--- config.mk ---
export PLATFORM = sky130hd
export DESIGN_NAME = radix_number_to_seven_segment_top
export DESIGN_NICKNAME = d
export VERILOG_FILES = /design/src/sv/rn7s_pkg.sv /design/src/sv/rn7s_serial_div.sv /design/src/sv/rn7s_out_stage.sv /design/src/sv/radix_number_to_seven_segment_top.sv
export SDC_FILE = /design/constraint.sdc
export NUM_CORES = 1
export LEC_CHECK = 0
export BUFFER_PORTS_ARGS = -buffer_cell sky130_fd_sc_hd__buf_2
export CORE_ASPECT_RATIO = 0.6
export CORE_MARGIN = 1.5
export CORE_UTILIZATION = 30
export CTS_CLUSTER_SIZE = 14
export DETAILED_ROUTE_END_ITERATION = 8
export PLACE_DENSITY_LB_ADDON = 0.25
export SYNTH_ARGS = -nofsm -noshare
export SYNTH_HDL_FRONTEND = slang
export SYNTH_HIERARCHICAL = 1
export SYNTH_SLANG_ARGS = --single-unit
--- constraint.sdc ---
create_clock -name clk -period 3.47 [get_ports clk]
set_input_delay 0.5205 -clock clk [delete_from_list [all_inputs] [get_ports clk]]
set_output_delay 0.5205 -clock clk [all_outputs]
set_load 0.01 [all_outputs]
--- src/sv/rn7s_pkg.sv ---
// Package for the radix number to seven-segment encoder.
// Holds shared widths, the digit glyph table, radix clamping and the divider control struct.
// Depends on nothing.
package rn7s_pkg;

    localparam int VALUE_W        = 32;
    localparam int RADIX_W        = 5;
    localparam int DIGIT_W        = 4;
    localparam int SEG_W          = 7;
    localparam int DIGITS_DEFAULT = 6;

    localparam logic [RADIX_W-1:0] RADIX_RESET = 5'd10;
    localparam logic [RADIX_W-1:0] RADIX_MIN   = 5'd2;
    localparam logic [RADIX_W-1:0] RADIX_MAX   = 5'd16;

    localparam logic [SEG_W-1:0] SEG_MINUS = 7'h40;
    localparam logic [SEG_W-1:0] SEG_BLANK = 7'h00;

    typedef struct packed {
        logic load;
        logic clr;
        logic step;
    } div_ctrl_t;

    function automatic logic [SEG_W-1:0] glyph(input logic [DIGIT_W-1:0] d);
        logic [SEG_W-1:0] s;
        begin
            unique case (d)
                4'h0:    s = 7'h3F;
                4'h1:    s = 7'h06;
                4'h2:    s = 7'h5B;
                4'h3:    s = 7'h4F;
                4'h4:    s = 7'h66;
                4'h5:    s = 7'h6D;
                4'h6:    s = 7'h7D;
                4'h7:    s = 7'h07;
                4'h8:    s = 7'h7F;
                4'h9:    s = 7'h6F;
                4'hA:    s = 7'h77;
                4'hB:    s = 7'h7C;
                4'hC:    s = 7'h39;
                4'hD:    s = 7'h5E;
                4'hE:    s = 7'h79;
                default: s = 7'h71;
            endcase
            return s;
        end
    endfunction

    function automatic logic [RADIX_W-1:0] clamp_radix(input logic [RADIX_W-1:0] r);
        logic [RADIX_W-1:0] b;
        begin
            if (r < RADIX_MIN) begin
                b = RADIX_MIN;
            end
            else if (r > RADIX_MAX) begin
                b = RADIX_MAX;
            end
            else begin
                b = r;
            end
            return b;
        end
    endfunction

endpackage

--- src/sv/rn7s_serial_div.sv ---
// Bit-serial restoring divider: one quotient bit per cycle while step is set, by a radix of at most 16.
// The dividend register shifts out its top bit and takes in the quotient bit.
// Depends on rn7s_pkg.
module rn7s_serial_div
(
    input  logic                               clk,
    input  rn7s_pkg::div_ctrl_t                ctrl,
    input  logic [rn7s_pkg::VALUE_W-1:0]       dividend,
    input  logic [rn7s_pkg::RADIX_W-1:0]       base,
    output logic [rn7s_pkg::VALUE_W-1:0]       quotient,
    output logic [rn7s_pkg::DIGIT_W-1:0]       remainder
);

    logic [rn7s_pkg::VALUE_W-1:0] quo_reg;
    logic [rn7s_pkg::VALUE_W-1:0] quo_next;
    logic [rn7s_pkg::DIGIT_W-1:0] rem_reg;
    logic [rn7s_pkg::DIGIT_W-1:0] rem_next;
    logic [rn7s_pkg::RADIX_W-1:0] trial;
    logic [rn7s_pkg::RADIX_W-1:0] diff;
    logic                         fits;

    assign trial = {rem_reg, quo_reg[rn7s_pkg::VALUE_W-1]};
    assign fits  = (trial >= base);
    assign diff  = trial - base;

    always_comb
    begin
        quo_next = quo_reg;
        rem_next = rem_reg;
        if (ctrl.load) begin
            quo_next = dividend;
            rem_next = '0;
        end
        else if (ctrl.clr) begin
            rem_next = '0;
        end
        else if (ctrl.step) begin
            quo_next = {quo_reg[rn7s_pkg::VALUE_W-2:0], fits};
            rem_next = fits ? diff[rn7s_pkg::DIGIT_W-1:0] : trial[rn7s_pkg::DIGIT_W-1:0];
        end
    end

    always_ff @(posedge clk)
    begin
        quo_reg <= quo_next;
        rem_reg <= rem_next;
    end

    assign quotient  = quo_reg;
    assign remainder = rem_reg;

endmodule

--- src/sv/rn7s_out_stage.sv ---
// Output register for one display word, with valid and stall toward the consumer.
// Load a new word only when the register is empty or its word is being taken; the block does not enforce it.
// Depends on rn7s_pkg.
module rn7s_out_stage #(
    parameter int DIGITS = rn7s_pkg::DIGITS_DEFAULT,
    parameter int POS_W  = $clog2(DIGITS + 1)
)
(
    input  logic                        clk,
    input  logic                        rst_n,
    input  logic                        load,
    input  logic [POS_W-1:0]            position_in,
    input  logic [DIGITS-1:0]           select_in,
    input  logic [rn7s_pkg::SEG_W-1:0]  segments_in,
    input  logic                        overflow_in,
    input  logic                        last_in,
    output logic                        can_load,
    output logic                        out_valid,
    input  logic                        out_stall,
    output logic [POS_W-1:0]            position,
    output logic [DIGITS-1:0]           select_pattern,
    output logic [rn7s_pkg::SEG_W-1:0]  segments,
    output logic                        overflow,
    output logic                        last
);

    logic                       valid_reg;
    logic                       valid_next;
    logic [POS_W-1:0]           pos_reg;
    logic [DIGITS-1:0]          sel_reg;
    logic [rn7s_pkg::SEG_W-1:0] seg_reg;
    logic                       ovf_reg;
    logic                       last_reg;

    assign can_load = !valid_reg || !out_stall;

    always_comb
    begin
        if (load) begin
            valid_next = 1'b1;
        end
        else if (out_stall) begin
            valid_next = valid_reg;
        end
        else begin
            valid_next = 1'b0;
        end
    end

    always_ff @(posedge clk or negedge rst_n)
    begin
        if (!rst_n) begin
            valid_reg <= 1'b0;
        end
        else begin
            valid_reg <= valid_next;
        end
    end

    always_ff @(posedge clk)
    begin
        if (load) begin
            pos_reg  <= position_in;
            sel_reg  <= select_in;
            seg_reg  <= segments_in;
            ovf_reg  <= overflow_in;
            last_reg <= last_in;
        end
    end

    assign out_valid      = valid_reg;
    assign position       = pos_reg;
    assign select_pattern = sel_reg;
    assign segments       = seg_reg;
    assign overflow       = ovf_reg;
    assign last           = last_reg;

endmodule

--- src/sv/radix_number_to_seven_segment_top.sv ---
// Radix number to seven-segment encoder, top level: sequencer, digit shift register, output.
// For each digit the number is divided by the radix one quotient bit at a time and the
// remainder pushed into the digit shift register; then one word per digit is emitted.
// A new number is accepted only when the sequencer is back in idle.
// Reset clears the sequencer and output valid and sets the radix to ten.
// Depends on rn7s_pkg, rn7s_serial_div and rn7s_out_stage.
module radix_number_to_seven_segment_top #(
    parameter int DIGITS = rn7s_pkg::DIGITS_DEFAULT,
    parameter int POS_W  = $clog2(DIGITS + 1)
)
(
    input  logic                                clk,
    input  logic                                rst_n,
    input  logic                                cfg_valid,
    output logic                                cfg_ready,
    input  logic [rn7s_pkg::RADIX_W-1:0]        radix,
    input  logic                                in_valid,
    output logic                                in_stall,
    input  logic signed [rn7s_pkg::VALUE_W-1:0] value,
    output logic                                out_valid,
    input  logic                                out_stall,
    output logic [POS_W-1:0]                    position,
    output logic [DIGITS-1:0]                   select_pattern,
    output logic [rn7s_pkg::SEG_W-1:0]          segments,
    output logic                                overflow,
    output logic                                last
);

    localparam int IDX_W  = (DIGITS > 1) ? $clog2(DIGITS) : 1;
    localparam int CNT_W  = POS_W;
    localparam int BIT_W  = $clog2(rn7s_pkg::VALUE_W);
    localparam int DSR_W  = DIGITS * rn7s_pkg::DIGIT_W;
    localparam logic [BIT_W-1:0] BIT_LAST = BIT_W'(rn7s_pkg::VALUE_W - 1);
    localparam logic [IDX_W-1:0] IDX_LAST = IDX_W'(DIGITS - 1);

    typedef enum logic [3:0] {
        ST_IDLE = 4'b0001,
        ST_DIV  = 4'b0010,
        ST_PUSH = 4'b0100,
        ST_EMIT = 4'b1000
    } state_t;

    state_t                       state_reg;
    state_t                       state_next;
    logic [rn7s_pkg::RADIX_W-1:0] radix_reg;
    logic [BIT_W-1:0]             bit_cnt_reg;
    logic [BIT_W-1:0]             bit_cnt_next;
    logic [IDX_W-1:0]             dcnt_reg;
    logic [IDX_W-1:0]             dcnt_next;
    logic [CNT_W-1:0]             len_reg;
    logic [CNT_W-1:0]             len_next;
    logic [CNT_W-1:0]             len_after;
    logic                         neg_reg;
    logic                         neg_next;
    logic                         ovf_reg;
    logic                         ovf_next;
    logic                         qovf_reg;
    logic                         qovf_next;
    logic [DSR_W-1:0]             digits_reg;
    logic [DSR_W-1:0]             digits_next;

    logic                          accept;
    logic [rn7s_pkg::VALUE_W-1:0]  mag;
    rn7s_pkg::div_ctrl_t           div_ctrl;
    logic [rn7s_pkg::VALUE_W-1:0]  quotient;
    logic [rn7s_pkg::DIGIT_W-1:0]  remainder;
    logic [rn7s_pkg::RADIX_W-1:0]  base;

    logic                          can_load;
    logic                          load;
    logic [CNT_W-1:0]              k_ext;
    logic [IDX_W-1:0]              sel_shift;
    logic [POS_W-1:0]              pos_word;
    logic [DIGITS-1:0]             sel_word;
    logic [rn7s_pkg::SEG_W-1:0]    seg_word;
    logic                          last_word;

    assign cfg_ready = (state_reg == ST_IDLE);
    assign in_stall  = (state_reg != ST_IDLE);
    assign accept    = in_valid && !in_stall;
    assign mag       = value[rn7s_pkg::VALUE_W-1] ? (~value + 1'b1) : value;
    assign base      = rn7s_pkg::clamp_radix(radix_reg);

    always_ff @(posedge clk or negedge rst_n)
    begin
        if (!rst_n) begin
            radix_reg <= rn7s_pkg::RADIX_RESET;
        end
        else if (cfg_valid && cfg_ready) begin
            radix_reg <= radix;
        end
    end

    assign len_after = (remainder != '0) ? CNT_W'(CNT_W'(dcnt_reg) + CNT_W'(1)) : len_reg;

    always_comb
    begin
        state_next   = state_reg;
        bit_cnt_next = bit_cnt_reg;
        dcnt_next    = dcnt_reg;
        len_next     = len_reg;
        neg_next     = neg_reg;
        ovf_next     = ovf_reg;
        qovf_next    = qovf_reg;
        digits_next  = digits_reg;
        div_ctrl     = '0;
        load         = 1'b0;
        unique case (state_reg)
            ST_IDLE:
            begin
                if (accept) begin
                    div_ctrl.load = 1'b1;
                    neg_next      = value[rn7s_pkg::VALUE_W-1];
                    len_next      = CNT_W'(1);
                    bit_cnt_next  = '0;
                    dcnt_next     = '0;
                    state_next    = ST_DIV;
                end
            end
            ST_DIV:
            begin
                div_ctrl.step = 1'b1;
                bit_cnt_next  = BIT_W'(bit_cnt_reg + 1'b1);
                if (bit_cnt_reg == BIT_LAST) begin
                    state_next = ST_PUSH;
                end
            end
            ST_PUSH:
            begin
                div_ctrl.clr = 1'b1;
                digits_next  = DSR_W'({remainder, digits_reg} >> rn7s_pkg::DIGIT_W);
                len_next     = len_after;
                bit_cnt_next = '0;
                if (dcnt_reg == IDX_LAST) begin
                    qovf_next  = (quotient != '0);
                    ovf_next   = (quotient != '0) ||
                                 (neg_reg && (len_after >= CNT_W'(DIGITS)));
                    dcnt_next  = '0;
                    state_next = ST_EMIT;
                end
                else begin
                    dcnt_next  = IDX_W'(dcnt_reg + 1'b1);
                    state_next = ST_DIV;
                end
            end
            ST_EMIT:
            begin
                if (can_load) begin
                    load        = 1'b1;
                    digits_next = digits_reg >> rn7s_pkg::DIGIT_W;
                    if (dcnt_reg == IDX_LAST) begin
                        state_next = ST_IDLE;
                    end
                    else begin
                        dcnt_next = IDX_W'(dcnt_reg + 1'b1);
                    end
                end
            end
            default:
            begin
                state_next = ST_IDLE;
            end
        endcase
    end

    always_ff @(posedge clk or negedge rst_n)
    begin
        if (!rst_n) begin
            state_reg   <= ST_IDLE;
            bit_cnt_reg <= '0;
            dcnt_reg    <= '0;
            len_reg     <= '0;
            neg_reg     <= 1'b0;
            ovf_reg     <= 1'b0;
            qovf_reg    <= 1'b0;
        end
        else begin
            state_reg   <= state_next;
            bit_cnt_reg <= bit_cnt_next;
            dcnt_reg    <= dcnt_next;
            len_reg     <= len_next;
            neg_reg     <= neg_next;
            ovf_reg     <= ovf_next;
            qovf_reg    <= qovf_next;
        end
    end

    always_ff @(posedge clk)
    begin
        digits_reg <= digits_next;
    end

    // A digit shows when it lies within the number's length, or always once the digits overflow.
    assign k_ext     = CNT_W'(dcnt_reg);
    assign sel_shift = IDX_W'(IDX_LAST - dcnt_reg);
    assign pos_word  = POS_W'(POS_W'(DIGITS) - k_ext);
    assign sel_word  = ~(DIGITS'(1) << sel_shift);
    assign last_word = (dcnt_reg == IDX_LAST);

    always_comb
    begin
        if ((k_ext < len_reg) || qovf_reg) begin
            seg_word = rn7s_pkg::glyph(digits_reg[rn7s_pkg::DIGIT_W-1:0]);
        end
        else if (neg_reg && (k_ext == len_reg)) begin
            seg_word = rn7s_pkg::SEG_MINUS;
        end
        else begin
            seg_word = rn7s_pkg::SEG_BLANK;
        end
    end

    rn7s_serial_div u_div
    (
        .clk       (clk),
        .ctrl      (div_ctrl),
        .dividend  (mag),
        .base      (base),
        .quotient  (quotient),
        .remainder (remainder)
    );

    rn7s_out_stage #(
        .DIGITS (DIGITS),
        .POS_W  (POS_W)
    ) u_out (
        .clk            (clk),
        .rst_n          (rst_n),
        .load           (load),
        .position_in    (pos_word),
        .select_in      (sel_word),
        .segments_in    (seg_word),
        .overflow_in    (ovf_reg),
        .last_in        (last_word),
        .can_load       (can_load),
        .out_valid      (out_valid),
        .out_stall      (out_stall),
        .position       (position),
        .select_pattern (select_pattern),
        .segments       (segments),
        .overflow       (overflow),
        .last           (last)
    );

    a_accept_starts: assert property (@(posedge clk) disable iff (!rst_n)
        accept |=> (state_reg == ST_DIV) && (dcnt_reg == '0) && (bit_cnt_reg == '0))
        else $error("Accepted number did not start the first digit division.");

    a_div_ends: assert property (@(posedge clk) disable iff (!rst_n)
        (state_reg == ST_DIV) && (bit_cnt_reg == BIT_LAST) |=> (state_reg == ST_PUSH))
        else $error("Digit division did not end after the last quotient bit.");

    a_qovf_flags: assert property (@(posedge clk) disable iff (!rst_n)
        qovf_reg |-> ovf_reg)
        else $error("Digits that do not fit were not flagged as overflow.");

    a_last_word_idle: assert property (@(posedge clk) disable iff (!rst_n)
        (state_reg == ST_EMIT) && load && last_word |=> (state_reg == ST_IDLE))
        else $error("Sequencer did not return to idle after the final word.");

endmodule

### Word-level counts from Yosys, hierarchy flattened

Memory sizes are Yosys's and may differ from the RTL's. A register that Yosys moved wholly into a read port is not among the register bits.
Index checks and enable logic that the tools add are counted.

| storage, ports and cells | value |
|---|---|
| flip-flop bits (word level) | 102 |
| ROM bits | 112 |
| memories | 1 |

| cells by class | value |
|---|---|
| $add $sub $neg | 6 |
| $lt $le $gt $ge | 5 |
| equality and inequality tests | 15 |
| shift operators | 1 |
| muxes and demuxes | 36 |
| bitwise logic cells | 2 |
| reductions and logical operators | 26 |

Memories:

| name | words | bits a word | read ports | clocked after memory_dff | write ports | line | text |
|---|---|---|---|---|---|---|---|
| (no name shown) | 16 | 7 | 1 | 1 | 0 | rn7s_pkg.sv:28 | `unique case (d)` |

Operator list:

| kind | number |
|---|---|
| $mux 32 | 4 |
| $pmux 24 s2 | 1 |
| $add 32x1->32 const B | 1 |
| $not 32->32 | 1 |
| $reduce_bool 32->1 | 1 |
| $mux 4 | 7 |
| $mux 24 | 1 |
| $mux 3 | 6 |
| $pmux 4 s4 | 1 |
| $mux 5 | 3 |
| $pmux 5 s3 | 1 |
| $mux 7 | 2 |
| $reduce_and 2->1 | 6 |
| $pmux 3 s3 | 1 |
| $mux 1 | 8 |
| $ne 2x1->1 const B | 4 |
| $reduce_and 4->1 | 2 |
| $ne 2x2->1 const B | 3 |
| $not 6->6 | 1 |
| $pmux 3 s2 | 1 |
| $reduce_bool 2->1 | 3 |
| $reduce_bool 3->1 | 2 |
| $shl 1x3->6 const A | 1 |
| $sub 3x3->3 const A | 2 |
| other kinds (21) | 28 |

### Longest topological paths before layout

| depth | value |
|---|---|
| word-level depth | 7 |
| gate-level depth with buffers | 10 |
| mapped depth without buffers | 10 |

### Cells and area by module

The synthesis kept the hierarchy.

By module, submodules not included:

| module | times used | cells an instance | area an instance (sq um) |
|---|---|---|---|
| radix_number_to_seven_segment_top | 1 | 338 | 3,430.8 |
| rn7s_serial_div | 1 | 112 | 1,715.4 |
| rn7s_out_stage | 1 | 21 | 576.8 |

### Worst setup path before layout

No wires, ideal clock.

| timing path | value |
|---|---|
| path kind | reg-to-reg |
| from | register state_reg[1] |
| to | register with a tool-made name |
| library setup time | 79 ps |
| data arrival time | 3,271 ps |
| setup slack | 119 ps |
| cell stages (with the launch flop) | 9 |
| buffers on the path | 1 |
| period minus slack after synthesis | 3,351 ps |
| cell sequence | dfrtp_1 or2_2 clkbuf_1 a21oi_1 mux2_2 inv_1 ha_1 mux2_2 a22oi_1 |

RTL lines:

| element | line | text |
|---|---|---|
| start, declared | radix_number_to_seven_segment_top.sv:43 | `state_t state_reg;` |
| start signal, assigned | radix_number_to_seven_segment_top.sv:178 | `state_reg <= state_next;` |

==> impl_metrics.toml <==
[status]
outcome = "completed"

[worst_setup_path]
crit_buf_inv = 2
crit_slowest_cell = "or4b_1"
crit_path_max_fanout = 33
cp-start-kind = "register"
critPathArrivalTime_ns = 2.75
crit_family = "simple AND/OR/NAND/NOR gates"
cp.depth = 5
cpPeakStageDelay_ns = 0.68
required_ns = 3.57
path_cells = "or4b_1 > clkinv_1 > and2_1 > buf_4 > mux2_2"
ff2ff_path_depth = 5
crit_type = "register to register"
cp-end-kind = "register"

[detailed_routing]
dr.max_layer_used = "met4"
wire_per_inst_um = 14.8
met2_length_mm = 4.79
wl_mm = 11.5
firstDrtPassIters = 4
met3RoutedLength_um = 446
vias = 3699
drcViolationCount = 0
routedLengthMet1_mm = 6.20
drtIter0Drc = 215
avgViaCountPerCell = 4.74
postRouteAntennaNets = 0

[placed_design]
dp_cells = 764
pre_cts_ws_ns = 0.547
globalplace.congestion = 0.883
dp_hpwl_mm = 8.67
io_buffers = 62

[sta]
min_period_over_period_pct = 76.3
finalClockSkew_ns = 0.00907
fmax_mhz = 377
drv_slew = 0
rsz0062_at_grt = "false"
worstMarginPinSlew_ns = 0.859
hold_viol_final = 0
maxSlewHeadroom_pct = 42.7
period_needed_ns = 2.65
setup_violations = 0
setup-tns-final_ns = 0
fin_ws_ns = 0.821

[final_layout]
largest_reg_flops = 32
antennaDiodeCount = 0
area_growth_syn_to_layout_pct = 16.1
fin_util_pct = 36.2
final_cells = 780
num-nets-final = 601
layout-drive-gt1-share_pct = 27.2

[pwr]
vdd.ir_drop.worst_v = 0.000246
p_total_mw = 4.45
power_density_nw_per_um2 = 670
p_leak_nw = 2.50

[floorplanning]
initial_core_util_pct = 31.2
fp.dieArea_um2 = 19900
io_pins = 63
rows = 38
fp.coreArea_um2 = 18400
die_h_um = 110
die-width_um = 181

[clocking]
clk_pin_slew_worst_paths_ns = 0.07
cts_setup_buffers = 0
ctsResizeCount = 0
cts_htree_levels = 3
cts_buffers = 9
cts_root_buffer = "clkbuf_16"
clock-sinks = 109
cts_hold_buf = 0
cts_tree = "yes"
clk_latency_ns = 0.35
clockBufferDepth = 2

[logic_synthesis]
synth_top_cell_area_share_pct = 38.8
synth_cells = 471
avgSynthCellArea_um2 = 12.2
ys_ff_latch = 109
synth_top_cell_by_area = "edfxtp_1"
synth-edff-count = 74
async_flop_share_pct = 22.0
yosysWarnings = 6
synth_top_flop_cell = "edfxtp_1"
ys_top_cells_by_area = "edfxtp_1 (39%), dfrtp_1 (9.2%), mux2_2 (8.5%), ha_1 (5.0%), xnor2_1 (4.7%)"
yosysSeqAreaShare_pct = 53.2
synth.distinct_cells = 58
synth_fp_nets = 537
syn-cell-area_um2 = 5720

[hold_path]
holdCritPathClass = "input pin to asynchronous set/reset pin"

[grt]
grtUsageTotal_pct = 12.4
antenna_found_initial = 0
grt_pass1_vias = 3623
grt_start_max_net_pins = 34
grt_pass1_wl_mm = 19.2
grt_overflow = 0

[job]
maxCapViolations = 0
## placed cells by master (no fill, tap or decap), types with 5 or more instances in the layout
cell,n
edfxtp_1,74
buf_2,62
mux2_2,43
inv_1,31
xnor2_1,31
nand2_1,26
o21ai_0,26
ha_1,23
dfrtp_1,21
nor2b_1,18
nor2_1,13
nor4_1,12
dfxtp_1,11
mux2i_1,10
nand2b_1,9
a21oi_1,9
o31ai_1,9
clkbuf_16,9
nor3_1,8
nand4_1,7
buf_4,7
a22o_1,5
## synth_stat cells (all sizes together), types with 4 or more instances
master   n
mux2i   10
mux2    44
ha      23
dfrtp   21
dfxtp   11
nand3b   4
nor2b   18
a21oi   11
or3      6
inv     31
o21ai   27
or4      4
o31ai   10
nor4    12
nand2b   9
a22oi    4
edfxtp  74
clkbuf   9
nor3     8
buf      7
a211oi   4
nand4    7
a22o     5
nor2    13
xnor2   31
nand2   26
## where the power goes
part | total (mW) | leakage, nW | switching (mW) | internal, mW
logic | 1.36 | 1.26 | 0.697 | 0.660
clock network | 1.07 | 0.155 | 0.492 | 0.579
registers | 2.02 | 1.08 | 0.206 | 1.82
total | 4.45 | 2.50 | 1.40 | 3.06
## cell families after synthesis
| family | after synthesis | synth area share (%) |
|---|---|---|
| XOR/XNOR | 33 | 5.05 |
| adder cells (fa/ha/maj) | 24 | 5.38 |
| flip-flops | 109 | 53.2 |
| multiplexers | 54 | 10.5 |
| buffers and inverters | 49 | 3.34 |
| AO/OA/AOI/OAI | 81 | 10.2 |
| AND/OR/NAND/NOR | 121 | 12.3 |
## final timing paths
check | startpoint | endpoint | slack, ns
worst min-delay path | rst_n | radix_reg[0]$_DFFE_PN0P_ | 0.18
max in group asynchronous | rst_n | bit_cnt_reg[0]$_DFFE_PN0P_ | 2.88
worst max-delay path | state_reg[2]$_DFFE_PN0P_ | u_div/quotient[3]$_DFFE_PP_ | 0.82
worst max register to register | state_reg[2]$_DFFE_PN0P_ | u_div/quotient[3]$_DFFE_PP_ | 0.82
worst min register to register | digits_reg[22]$_SDFFCE_PN0N_ | digits_reg[18]$_DFFE_PN_ | 0.42
min in group clk | out_stall | u_out/out_valid$_DFFE_PN0P_ | 0.39
## metal layers
metal	up-vias	global-route usage (%)
met3	8	2.86
met2	68	18.3
li1	1866	-
met4	0	3.39
met5	-	0
met1	1757	18.1
## per-stage QoR
step,area [µm²],hold slack [ns]
after floorplan,5720,0.225
after detailed placement,6330,0.405
after global placement,6330,0.402
after global routing,6650,0.208
after CTS,6650,0.189
final,6650,0.181
## area by class of cell
class,count,area (µm²)
fillers,1799,11700
flip-flops and latches,109,3050
multi-input cells,313,2490
repair buffers,69,363
well taps,240,300
clock buffers,9,225
inverters,33,124
clock inverters,7,92.6
Note: power is estimated with default switching activity, not from simulation.
